**config.mk**
```make
export PLATFORM = sky130hd
export DESIGN_NAME = waypoint_pid_follower_unit
export DESIGN_NICKNAME = d
export VERILOG_FILES = /design/src/design/wpf_pkg.sv /design/src/design/wpf_serial_mac.sv /design/src/design/waypoint_pid_follower_unit.sv
export SDC_FILE = /design/constraint.sdc
export NUM_CORES = 2
export LEC_CHECK = 0
export BUFFER_PORTS_ARGS = -buffer_cell sky130_fd_sc_hd__buf_2
export CORE_MARGIN = 2
export CORE_UTILIZATION = 35
export CTS_BUF_LIST = sky130_fd_sc_hd__clkbuf_8
export DETAILED_ROUTE_END_ITERATION = 6
export PLACE_DENSITY = 0.46
export SLEW_MARGIN = 5
export SYNTH_ARGS = -nofsm -noshare
export SYNTH_HDL_FRONTEND = slang
export SYNTH_SLANG_ARGS = --single-unit
```
**constraint.sdc**
```tcl
create_clock -name clk -period 11 [get_ports clk]
set_input_delay 1.1 -clock clk [delete_from_list [all_inputs] [get_ports clk]]
set_output_delay 1.1 -clock clk [all_outputs]
set_load 0.03 [all_outputs]
```
**src/design/wpf_pkg.sv**
```systemverilog
// shared types, constants and route table for the waypoint pid follower
`default_nettype none
package wpf_pkg;

  localparam int NUM_WAYPOINTS_DEF = 8;
  localparam int FRAC_BITS_DEF     = 12;

  localparam longint PI_Q28 = 64'sd843314857;

  // register indexes on the config port
  localparam logic [2:0] REG_PROP  = 3'd0;
  localparam logic [2:0] REG_DERIV = 3'd1;
  localparam logic [2:0] REG_INTEG = 3'd2;
  localparam logic [2:0] REG_DTOL  = 3'd3;
  localparam logic [2:0] REG_ATOL  = 3'd4;

  // widths sized for the largest fraction setting
  localparam int EW  = 19;  // pid error and error difference operands
  localparam int IW  = 32;  // integrals
  localparam int GW  = 32;  // gains
  localparam int CW  = 16;  // commands
  localparam int GAIN_SHIFT = 24;

  localparam logic [16:0] LAST_DIST_RST = 17'd8192;

  typedef struct packed {
    logic x_on;
    logic y_on;
    logic signed [2:0] quad;   // goal heading in multiples of pi/2
  } wpf_route_t;

  typedef struct packed {
    logic p;
    logic d;
    logic i;
  } wpf_gbits_t;

  typedef struct packed {
    logic clear;
    logic step;
  } wpf_mac_ctl_t;

  function automatic wpf_route_t wpf_route(input logic [2:0] idx);
    wpf_route_t r;
    case (idx)
      3'd0:    r = '{x_on: 1'b1, y_on: 1'b0, quad: 3'sd0};
      3'd1:    r = '{x_on: 1'b1, y_on: 1'b0, quad: 3'sd1};
      3'd2:    r = '{x_on: 1'b1, y_on: 1'b1, quad: 3'sd1};
      3'd3:    r = '{x_on: 1'b1, y_on: 1'b1, quad: 3'sd2};
      3'd4:    r = '{x_on: 1'b0, y_on: 1'b1, quad: 3'sd2};
      3'd5:    r = '{x_on: 1'b0, y_on: 1'b1, quad: 3'sd3};
      3'd6:    r = '{x_on: 1'b0, y_on: 1'b0, quad: -3'sd1};
      default: r = '{x_on: 1'b0, y_on: 1'b0, quad: 3'sd0};
    endcase
    return r;
  endfunction

  // mag * pi/2 in the given fraction, rounded half up
  function automatic longint half_pi_q(input longint mag, input int frac);
    longint q;
    q = (mag * PI_Q28 + (64'sd1 <<< (28 - frac))) >>> (29 - frac);
    return q;
  endfunction

endpackage
`default_nettype wire

```
**src/design/wpf_serial_mac.sv**
```systemverilog
// bit-serial pid sum: one gain bit per cycle while step is high, over all three products
`default_nettype none
module wpf_serial_mac (
  input  wire logic                           clk,
  input  wire wpf_pkg::wpf_mac_ctl_t          ctl,
  input  wire wpf_pkg::wpf_gbits_t            gbits,
  input  wire logic signed [wpf_pkg::EW-1:0]  err,
  input  wire logic signed [wpf_pkg::EW-1:0]  diff,
  input  wire logic signed [wpf_pkg::IW-1:0]  integ,
  output logic signed [wpf_pkg::CW-1:0]       cmd
);

  localparam int TW  = 34;
  localparam int ACW = 35;
  localparam int LW  = wpf_pkg::GW;
  localparam int FW  = ACW + LW - wpf_pkg::GAIN_SHIFT;

  logic signed [ACW-1:0] acc_r, acc_nxt;
  logic [LW-1:0]         low_r, low_nxt;
  logic signed [TW-1:0]  term;
  logic signed [ACW-1:0] sum;
  logic signed [FW-1:0]  full;

  always_comb begin
    term = '0;
    if (gbits.p) term = term + {{(TW-wpf_pkg::EW){err[wpf_pkg::EW-1]}}, err};
    if (gbits.d) term = term + {{(TW-wpf_pkg::EW){diff[wpf_pkg::EW-1]}}, diff};
    if (gbits.i) term = term + {{(TW-wpf_pkg::IW){integ[wpf_pkg::IW-1]}}, integ};
    sum     = acc_r + {{(ACW-TW){term[TW-1]}}, term};
    acc_nxt = {sum[ACW-1], sum[ACW-1:1]};
    low_nxt = {sum[0], low_r[LW-1:1]};
  end

  always_ff @(posedge clk) begin
    if (ctl.clear) begin
      acc_r <= '0;
      low_r <= '0;
    end else if (ctl.step) begin
      acc_r <= acc_nxt;
      low_r <= low_nxt;
    end
  end

  // floor of the product sum over 2^24, then saturate
  always_comb begin
    full = {acc_r, low_r[LW-1:wpf_pkg::GAIN_SHIFT]};
    if (full > FW'(32767))
      cmd = 16'sd32767;
    else if (full < -FW'(32768))
      cmd = -16'sd32768;
    else
      cmd = full[wpf_pkg::CW-1:0];
  end

endmodule
`default_nettype wire

```
**src/design/waypoint_pid_follower_unit.sv**
```systemverilog
// top level of the waypoint pid follower
// One pose transaction gives one command transaction. After the accepting edge
// the block runs the bit-serial sum of squares of the position error, the
// bit-per-cycle square root, a load of the pid operands, the two bit-serial
// pid sums (one gain bit per cycle) and a write-back into the result register.
// The next pose can be taken once the result is written. The block holds one
// pose at a time; in_stall is high while a pose is in work. A finished result
// sits in the output register, and the next pose may be taken while it waits;
// the next result is written only as that one leaves or once it has left.
// Configuration writes are always ready and should be made while idle.
`default_nettype none
module waypoint_pid_follower_unit #(
  parameter int NUM_WAYPOINTS = wpf_pkg::NUM_WAYPOINTS_DEF,
  parameter int FRAC_BITS     = wpf_pkg::FRAC_BITS_DEF
) (
  input  wire logic               clk,
  input  wire logic               rst_n,
  input  wire logic               in_valid,
  output logic                    in_stall,
  input  wire logic signed [15:0] in_pose_x,
  input  wire logic signed [15:0] in_pose_y,
  input  wire logic signed [14:0] in_pose_heading,
  output logic                    out_valid,
  input  wire logic               out_stall,
  output logic signed [15:0]      out_linear_cmd,
  output logic signed [15:0]      out_angular_cmd,
  output logic [2:0]              out_waypoint_now,
  input  wire logic               cfg_valid,
  output logic                    cfg_ready,
  input  wire logic [2:0]         cfg_index,
  input  wire logic [31:0]        cfg_data
);

  localparam int EW = wpf_pkg::EW;
  localparam int IW = wpf_pkg::IW;

  // goal constants for this fraction setting
  localparam logic signed [18:0] XGOAL = 19'(2 << FRAC_BITS);
  localparam logic signed [20:0] HP1 = 21'(wpf_pkg::half_pi_q(1, FRAC_BITS));
  localparam logic signed [20:0] HP2 = 21'(wpf_pkg::half_pi_q(2, FRAC_BITS));
  localparam logic signed [20:0] HP3 = 21'(wpf_pkg::half_pi_q(3, FRAC_BITS));
  localparam logic [2:0] LAST_WP = 3'(NUM_WAYPOINTS - 1);

  typedef enum logic [2:0] {S_IDLE, S_SQ, S_ROOT, S_LOAD, S_PID, S_DONE} state_t;

  state_t state_r;
  logic [4:0] cnt_r;

  // configuration registers
  logic [31:0] prop_gain_r, deriv_gain_r, integ_gain_r;
  logic [14:0] dist_tol_r, angle_tol_r;

  // controller state
  logic [2:0]          wp_r;
  logic [16:0]         last_d_r;
  logic signed [16:0]  last_h_r;
  logic signed [IW-1:0] integ_d_r, integ_h_r;

  // per-pose working registers
  logic [17:0]         dxm_r, dym_r, dxs_r, dys_r;
  logic [18:0]         sq_acc_r;
  logic [17:0]         sq_low_r;
  logic [37:0]         rad_r;
  logic [19:0]         rem_r;
  logic [18:0]         root_r;
  logic [16:0]         ed_r;
  logic signed [16:0]  et_r;
  logic signed [EW-1:0] dd_r, dh_r;
  logic [31:0]         pgs_r, dgs_r, igs_r;

  logic out_valid_r;
  logic signed [15:0] lin_r, ang_r;
  logic [2:0] wp_out_r;

  // input side combinational: route lookup, position and heading errors
  wpf_pkg::wpf_route_t rt;
  logic signed [18:0] dx, dy, ndx, ndy;
  logic signed [20:0] goal, eth;
  logic signed [16:0] et_clamp;
  logic in_fire;

  always_comb begin
    rt  = wpf_pkg::wpf_route(wp_r);
    dx  = (rt.x_on ? XGOAL : 19'sd0) - {{3{in_pose_x[15]}}, in_pose_x};
    dy  = (rt.y_on ? XGOAL : 19'sd0) - {{3{in_pose_y[15]}}, in_pose_y};
    ndx = -dx;
    ndy = -dy;
    case (rt.quad)
      3'sd1:   goal = HP1;
      3'sd2:   goal = HP2;
      3'sd3:   goal = (wp_r == 3'd5 && in_pose_heading[14]) ? -HP1 : HP3;
      -3'sd1:  goal = -HP1;
      default: goal = 21'sd0;
    endcase
    eth = goal - {{6{in_pose_heading[14]}}, in_pose_heading};
    if (eth > 21'sd65535)
      et_clamp = 17'sd65535;
    else if (eth < -21'sd65536)
      et_clamp = -17'sd65536;
    else
      et_clamp = eth[16:0];
  end

  assign in_stall = (state_r != S_IDLE);
  assign in_fire  = in_valid && !in_stall;

  // serial sum of squares: one multiplier bit of each axis per cycle
  logic [18:0] sq_term;
  logic [19:0] sq_sum;
  always_comb begin
    sq_term = (dxs_r[0] ? {1'b0, dxm_r} : 19'd0) + (dys_r[0] ? {1'b0, dym_r} : 19'd0);
    sq_sum  = {1'b0, sq_acc_r} + {1'b0, sq_term};
  end

  // square root: one result bit per cycle
  logic [21:0] rem2, trial, rem_sub;
  logic        ge;
  always_comb begin
    rem2    = {rem_r, rad_r[37:36]};
    trial   = {1'b0, root_r, 2'b01};
    ge      = rem2 >= trial;
    rem_sub = rem2 - trial;
  end

  // pid operand preparation
  logic [16:0]         ed_new;
  logic signed [EW-1:0] dd_new, dh_new;
  logic signed [32:0]  isum_d, isum_h;
  logic signed [IW-1:0] integ_d_new, integ_h_new;

  function automatic logic signed [IW-1:0] sat32(input logic signed [32:0] v);
    if (v > 33'sd2147483647)
      return 32'sh7fffffff;
    else if (v < -33'sd2147483648)
      return 32'sh80000000;
    else
      return v[IW-1:0];
  endfunction

  always_comb begin
    ed_new = root_r[18:17] != 2'b00 ? 17'h1ffff : root_r[16:0];
    dd_new = $signed({2'b00, ed_new}) - $signed({2'b00, last_d_r});
    dh_new = {{2{et_r[16]}}, et_r} - {{2{last_h_r[16]}}, last_h_r};
    isum_d = {integ_d_r[IW-1], integ_d_r} + $signed({16'd0, last_d_r});
    isum_h = {integ_h_r[IW-1], integ_h_r} + {{16{last_h_r[16]}}, last_h_r};
    integ_d_new = sat32(isum_d);
    integ_h_new = sat32(isum_h);
  end

  // two pid sums share the gain bit stream
  wpf_pkg::wpf_mac_ctl_t mac_ctl;
  wpf_pkg::wpf_gbits_t   gbits;
  logic signed [15:0]    lin_cmd, ang_cmd;

  assign mac_ctl.clear = (state_r == S_LOAD);
  assign mac_ctl.step  = (state_r == S_PID);
  assign gbits.p = pgs_r[0];
  assign gbits.d = dgs_r[0];
  assign gbits.i = igs_r[0];

  wpf_serial_mac u_mac_lin (
    .clk   (clk),
    .ctl   (mac_ctl),
    .gbits (gbits),
    .err   ($signed({2'b00, ed_r})),
    .diff  (dd_r),
    .integ (integ_d_r),
    .cmd   (lin_cmd)
  );

  wpf_serial_mac u_mac_ang (
    .clk   (clk),
    .ctl   (mac_ctl),
    .gbits (gbits),
    .err   ({{2{et_r[16]}}, et_r}),
    .diff  (dh_r),
    .integ (integ_h_r),
    .cmd   (ang_cmd)
  );

  // advance check: position goals on even indexes, heading goals on odd
  logic [16:0] et_abs;
  logic        reached;
  logic [2:0]  wp_next;
  always_comb begin
    et_abs  = et_r[16] ? 17'(-et_r) : et_r;
    reached = wp_r[0] ? (et_abs < {2'b00, angle_tol_r}) : (ed_r < {2'b00, dist_tol_r});
    wp_next = (wp_r == LAST_WP) ? 3'd0 : wp_r + 3'd1;
  end

  logic done_fire;
  assign done_fire = (state_r == S_DONE) && (!out_valid_r || !out_stall);

  // state, controller state and registered outputs
  always_ff @(posedge clk) begin
    if (!rst_n) begin
      state_r      <= S_IDLE;
      cnt_r        <= '0;
      out_valid_r  <= 1'b0;
      wp_r         <= '0;
      last_d_r     <= wpf_pkg::LAST_DIST_RST;
      last_h_r     <= '0;
      integ_d_r    <= '0;
      integ_h_r    <= '0;
      prop_gain_r  <= 32'd40265318;
      deriv_gain_r <= 32'd117440512;
      integ_gain_r <= 32'd168;
      dist_tol_r   <= 15'd41;
      angle_tol_r  <= 15'd4;
    end else begin
      if (cfg_valid) begin
        case (cfg_index)
          wpf_pkg::REG_PROP:  prop_gain_r  <= cfg_data;
          wpf_pkg::REG_DERIV: deriv_gain_r <= cfg_data;
          wpf_pkg::REG_INTEG: integ_gain_r <= cfg_data;
          wpf_pkg::REG_DTOL:  dist_tol_r   <= cfg_data[14:0];
          wpf_pkg::REG_ATOL:  angle_tol_r  <= cfg_data[14:0];
          default: ;
        endcase
      end

      // a new result replaces one that leaves in the same cycle
      if (done_fire)
        out_valid_r <= 1'b1;
      else if (out_valid_r && !out_stall)
        out_valid_r <= 1'b0;

      case (state_r)
        S_IDLE: begin
          if (in_fire) begin
            state_r <= S_SQ;
            cnt_r   <= '0;
          end
        end
        S_SQ: begin
          cnt_r <= cnt_r + 5'd1;
          if (cnt_r == 5'd17) begin
            state_r <= S_ROOT;
            cnt_r   <= '0;
          end
        end
        S_ROOT: begin
          cnt_r <= cnt_r + 5'd1;
          if (cnt_r == 5'd18) state_r <= S_LOAD;
        end
        S_LOAD: begin
          state_r   <= S_PID;
          cnt_r     <= '0;
          integ_d_r <= integ_d_new;
          integ_h_r <= integ_h_new;
        end
        S_PID: begin
          cnt_r <= cnt_r + 5'd1;
          if (cnt_r == 5'd31) state_r <= S_DONE;
        end
        S_DONE: begin
          if (done_fire) begin
            state_r     <= S_IDLE;
            lin_r       <= lin_cmd;
            ang_r       <= ang_cmd;
            last_d_r    <= ed_r;
            last_h_r    <= et_r;
            if (reached) begin
              wp_r      <= wp_next;
              wp_out_r  <= wp_next;
              integ_d_r <= '0;
              integ_h_r <= '0;
            end else begin
              wp_out_r  <= wp_r;
            end
          end
        end
        default: state_r <= S_IDLE;
      endcase
    end
  end

  // datapath registers
  always_ff @(posedge clk) begin
    case (state_r)
      S_IDLE: begin
        if (in_fire) begin
          dxm_r    <= dx[18] ? ndx[17:0] : dx[17:0];
          dym_r    <= dy[18] ? ndy[17:0] : dy[17:0];
          dxs_r    <= dx[18] ? ndx[17:0] : dx[17:0];
          dys_r    <= dy[18] ? ndy[17:0] : dy[17:0];
          sq_acc_r <= '0;
          sq_low_r <= '0;
          et_r     <= et_clamp;
        end
      end
      S_SQ: begin
        dxs_r    <= dxs_r >> 1;
        dys_r    <= dys_r >> 1;
        sq_acc_r <= sq_sum[19:1];
        sq_low_r <= {sq_sum[0], sq_low_r[17:1]};
        if (cnt_r == 5'd17) begin
          rad_r  <= {1'b0, sq_sum[19:1], sq_sum[0], sq_low_r[17:1]};
          rem_r  <= '0;
          root_r <= '0;
        end
      end
      S_ROOT: begin
        rad_r  <= {rad_r[35:0], 2'b00};
        rem_r  <= ge ? rem_sub[19:0] : rem2[19:0];
        root_r <= {root_r[17:0], ge};
      end
      S_LOAD: begin
        ed_r  <= ed_new;
        dd_r  <= dd_new;
        dh_r  <= dh_new;
        pgs_r <= prop_gain_r;
        dgs_r <= deriv_gain_r;
        igs_r <= integ_gain_r;
      end
      S_PID: begin
        pgs_r <= pgs_r >> 1;
        dgs_r <= dgs_r >> 1;
        igs_r <= igs_r >> 1;
      end
      default: ;
    endcase
  end

  assign cfg_ready        = 1'b1;
  assign out_valid        = out_valid_r;
  assign out_linear_cmd   = lin_r;
  assign out_angular_cmd  = ang_r;
  assign out_waypoint_now = wp_out_r;

endmodule
`default_nettype wire
```
==> impl_metrics.py <==
metrics = {
    "synth": {
        "synth_area_leaders": "edfxtp_1 (26%), dfxtp_1 (14%), ha_1 (9.4%)",
        "netlist_area_um2": 44800,
        "syn_area_per_cell_um2": 8.68,
        "yosysTopAreaCellShare": 0.259,
        "synth_top_area_cell": "edfxtp_1",
        "ys_async_sr_fraction": 0,
        "synth_top_flop_cell": "edfxtp_1",
        "syn_inst": 5165,
        "synth-seq-cells": 706,
        "ys_warn_count": 0,
        "synth-edff-count": 386,
        "synth_common_cells": "nand2_1 (1072), a21oi_1 (426), edfxtp_1 (386)",
        "synth.most_common_cell": "nand2_1",
        "yosysUniqueCellTypes": 93,
        "synth-seq-area-share": 0.401,
    },
    "drt": {
        "vias": 35891,
        "post-route-drc-count": 0,
        "first_iter_violations": 1940,
        "vias_per_cell": 5.10,
        "wire_per_inst_um": 17.5,
        "dr.pass1.iters": 6,
        "antenna_left": 0,
        "postRouteWirelength_um": 123000,
    },
    "sta": {
        "finalCritPeriodShare": 0.772,
        "tightest_slew_ns": 1.14,
        "slew_violations": 0,
        "slew_headroom": 0.237,
        "min_period_ns": 8.49,
        "finalSetupViolCount": 0,
        "finalHoldViolCount": 0,
        "rsz0062_at_grt": "no",
        "skew_ns": 0.0410,
        "finalSetupTns_ns": 0,
        "max_freq_mhz": 118,
    },
    "clock_network": {
        "cts.clk_slew.worst_paths_ns": 0.06,
        "cts_tree": "yes",
        "cts_max_level": 4,
        "cts_buffer_depth": 3,
        "cts_num_sinks": 706,
        "cts_buffers": 136,
        "post_cts_buffers": 0,
        "ctsHoldBuffers": 0,
        "cts_resized": 0,
        "insertion_delay_ns": 0.87,
        "root_buffer": "clkbuf_8",
    },
    "worst_setup_path": {
        "worst-r2r-setup-slack_ns": 2.51,
        "path_class": "register to register",
        "slowest_stage": "a221oi_1",
        "reg2reg_to": "u_mac_lin.acc_r[33]",
        "worst_setup_path_end_kind": "register",
        "start_kind": "register",
        "arrival_ns": 9.27,
        "required_ns": 11.78,
        "cp_common_cell": "a21o_1",
        "critPathMaxFanout": 66,
        "cp_slowest_stage_delay_ns": 0.53,
        "ff2ff_path_depth": 36,
        "r2r-start": "pgs_r[0]",
    },
    "floorplan": {
        "die_y_um": 362,
        "fp.dieW_um": 362,
        "row_count": 131,
        "die-area_um2": 131000,
        "io_pins": 125,
        "core_um2": 127000,
        "initial_core_util": 0.352,
    },
    "min_path": {
        "holdPathEnd": "deriv_gain_r[31]",
        "worstHoldStart": "deriv_gain_r[31]",
        "hold_path.class": "register to register",
        "holdPathStages": 2,
    },
    "grt": {
        "grt.total_usage": 0.188,
        "grt_max_degree": 86,
        "globalRouteOverflowTotal": 0,
        "antenna_found_initial": 4,
        "grt_pass1_vias": 35124,
        "grt_pass1_wl_um": 196000,
    },
    "pwr": {
        "power_density_nw_per_um2": 129,
        "combPwrFrac": 0.118,
        "seq_power_share": 0.464,
        "p_leak_nw": 21.0,
        "power.internal_mw": 4.70,
        "ir_drop_v": 0.000114,
        "p_sw_mw": 1.76,
        "clockPowerShare": 0.418,
        "switching_share": 0.272,
    },
    "final_layout": {
        "area_growth_syn_to_layout_pct": 11.4,
        "fin_area_um2": 49900,
        "drive_gt1_frac": 0.0848,
        "utilization": 0.392,
        "fill_cells": 12957,
        "final_nets": 5711,
    },
    "placement": {
        "place_hpwl_um": 87800,
        "gp_congestion": 0.807,
        "dpl_cell_area_um2": 47100,
        "numPortBuffers": 123,
    },
    "outcome": {
        "status": "finished, final reports clean",
    },
    "flow_run": {
        "maxCapViolations": 0,
    },
}
critical path, delay by kind of cell (launching register included):
family | cells | cell delay (ns)
XOR/XNOR | 1 | 0.13
adder cells (fa/ha/maj) | 5 | 1.64
AND/OR/NAND/NOR | 5 | 0.83
multiplexers | 1 | 0.30
flip-flops | 1 | 0.32
buffers and inverters | 3 | 0.65
AO/OA/AOI/OAI | 21 | 4.52
power by group through the flow:
stage	Clock (mW)	Combinational [mW]	Sequential (mW)
after floorplan	0	0.569	3.03
after global placement	0	0.772	3.05
after detailed placement	0	0.771	3.05
after CTS	2.81	0.779	2.99
after global routing	2.92	0.870	3.01
final	2.70	0.760	2.99
metal layers:
layer | part of all wire | global-route usage | wire (µm)
met1 | 0.48 | 0.251 | 59000
met2 | 0.47 | 0.312 | 57300
met3 | 0.034 | 0.0316 | 4150
met4 | 0.021 | 0.0503 | 2590
met5 | 0.00011 | 0 | 13
kinds of logic (layout without fill, tap and decap cells):
kind of cell | after synthesis | count (layout) | synth area share
and+or+nand+nor | 1947 | 1947 | 0.189
muxes | 49 | 49 | 0.0118
buffers and inverters | 456 | 653 | 0.0386
xor gates and xnor gates | 330 | 330 | 0.0649
AOI/OAI and AO/OA | 1275 | 1275 | 0.179
other | 2 | 10 | 0.000168
DFF | 706 | 706 | 0.401
adders and majority gates | 400 | 400 | 0.115
registers in the layout, indices dropped and copies added, names as in the netlist, 19 cells and up:
name / flops
integ_h_r: 32
root_r: 19
prop_gain_r: 32
rad_r: 38
pgs_r: 32
u_mac_ang.acc_r: 34
dgs_r: 32
integ_gain_r: 32
rem_r: 20
igs_r: 32
deriv_gain_r: 32
u_mac_lin.acc_r: 34
integ_d_r: 32
sq_acc_r: 19
placed cells by master, fill, tap and decap left out, drive strengths merged, types with 17 or more instances in the layout:
master and instances:
xnor2 203, a21boi 22, inv 290, nor2 351
mux2 30, fa 30, ha 337, clkinv 27
a211oi 33, a21oi 429, mux2i 19, o31ai 26
buf 166, nand4 41, o21ai 303, maj3 33
nand2 1072, clkbuf 159, nand2b 45, dfxtp 320
nor4 23, edfxtp 386, and2 98, or3 20
o21a 44, a21o 158, nor2b 47, o21bai 38
nand3 107, nor3 57, and3 26, a22o 30
or2 17, xor2 127, a31oi 35
worst max-delay path by stage:
stage / endpoint / slack [ns] / startpoint / cells after the start
floorplan: u_mac_lin.acc_r[33] / 2.60 / pgs_r[0] / 39
global placement: u_mac_lin.acc_r[33] / 2.68 / pgs_r[0] / 36
detailed placement: u_mac_lin.acc_r[33] / 2.59 / pgs_r[0] / 36
CTS: u_mac_lin.acc_r[33] / 2.50 / pgs_r[0] / 36
global route: u_mac_lin.acc_r[33] / 1.77 / pgs_r[0] / 36
finish: u_mac_lin.acc_r[33] / 2.51 / pgs_r[0] / 36
through the flow:
step	setup WS [ns]	hold slack (ns)	total power, mW	std cells
after floorplan	2.60	0.432	3.59	5170
after global placement	2.68	0.437	3.82	6781
after detailed placement	2.59	0.442	3.82	6781
after CTS	2.50	0.380	6.58	7029
after global routing	1.77	0.425	6.80	7031
final	2.51	0.448	6.45	7032
cell type report:
class	count	area [µm²]	area share
Clock buffer	159	2190	0.0438
Multi-Input combinational cell	4008	25200	0.505
Sequential cell	706	18000	0.361
Tap cell	1662	2080	0.0417
Antenna cell	3	7.51	0.000150
Inverter	239	905	0.0181
Timing Repair Buffer	166	938	0.0188
Clock inverter	89	583	0.0117
Power figures use the tool's default switching activity.
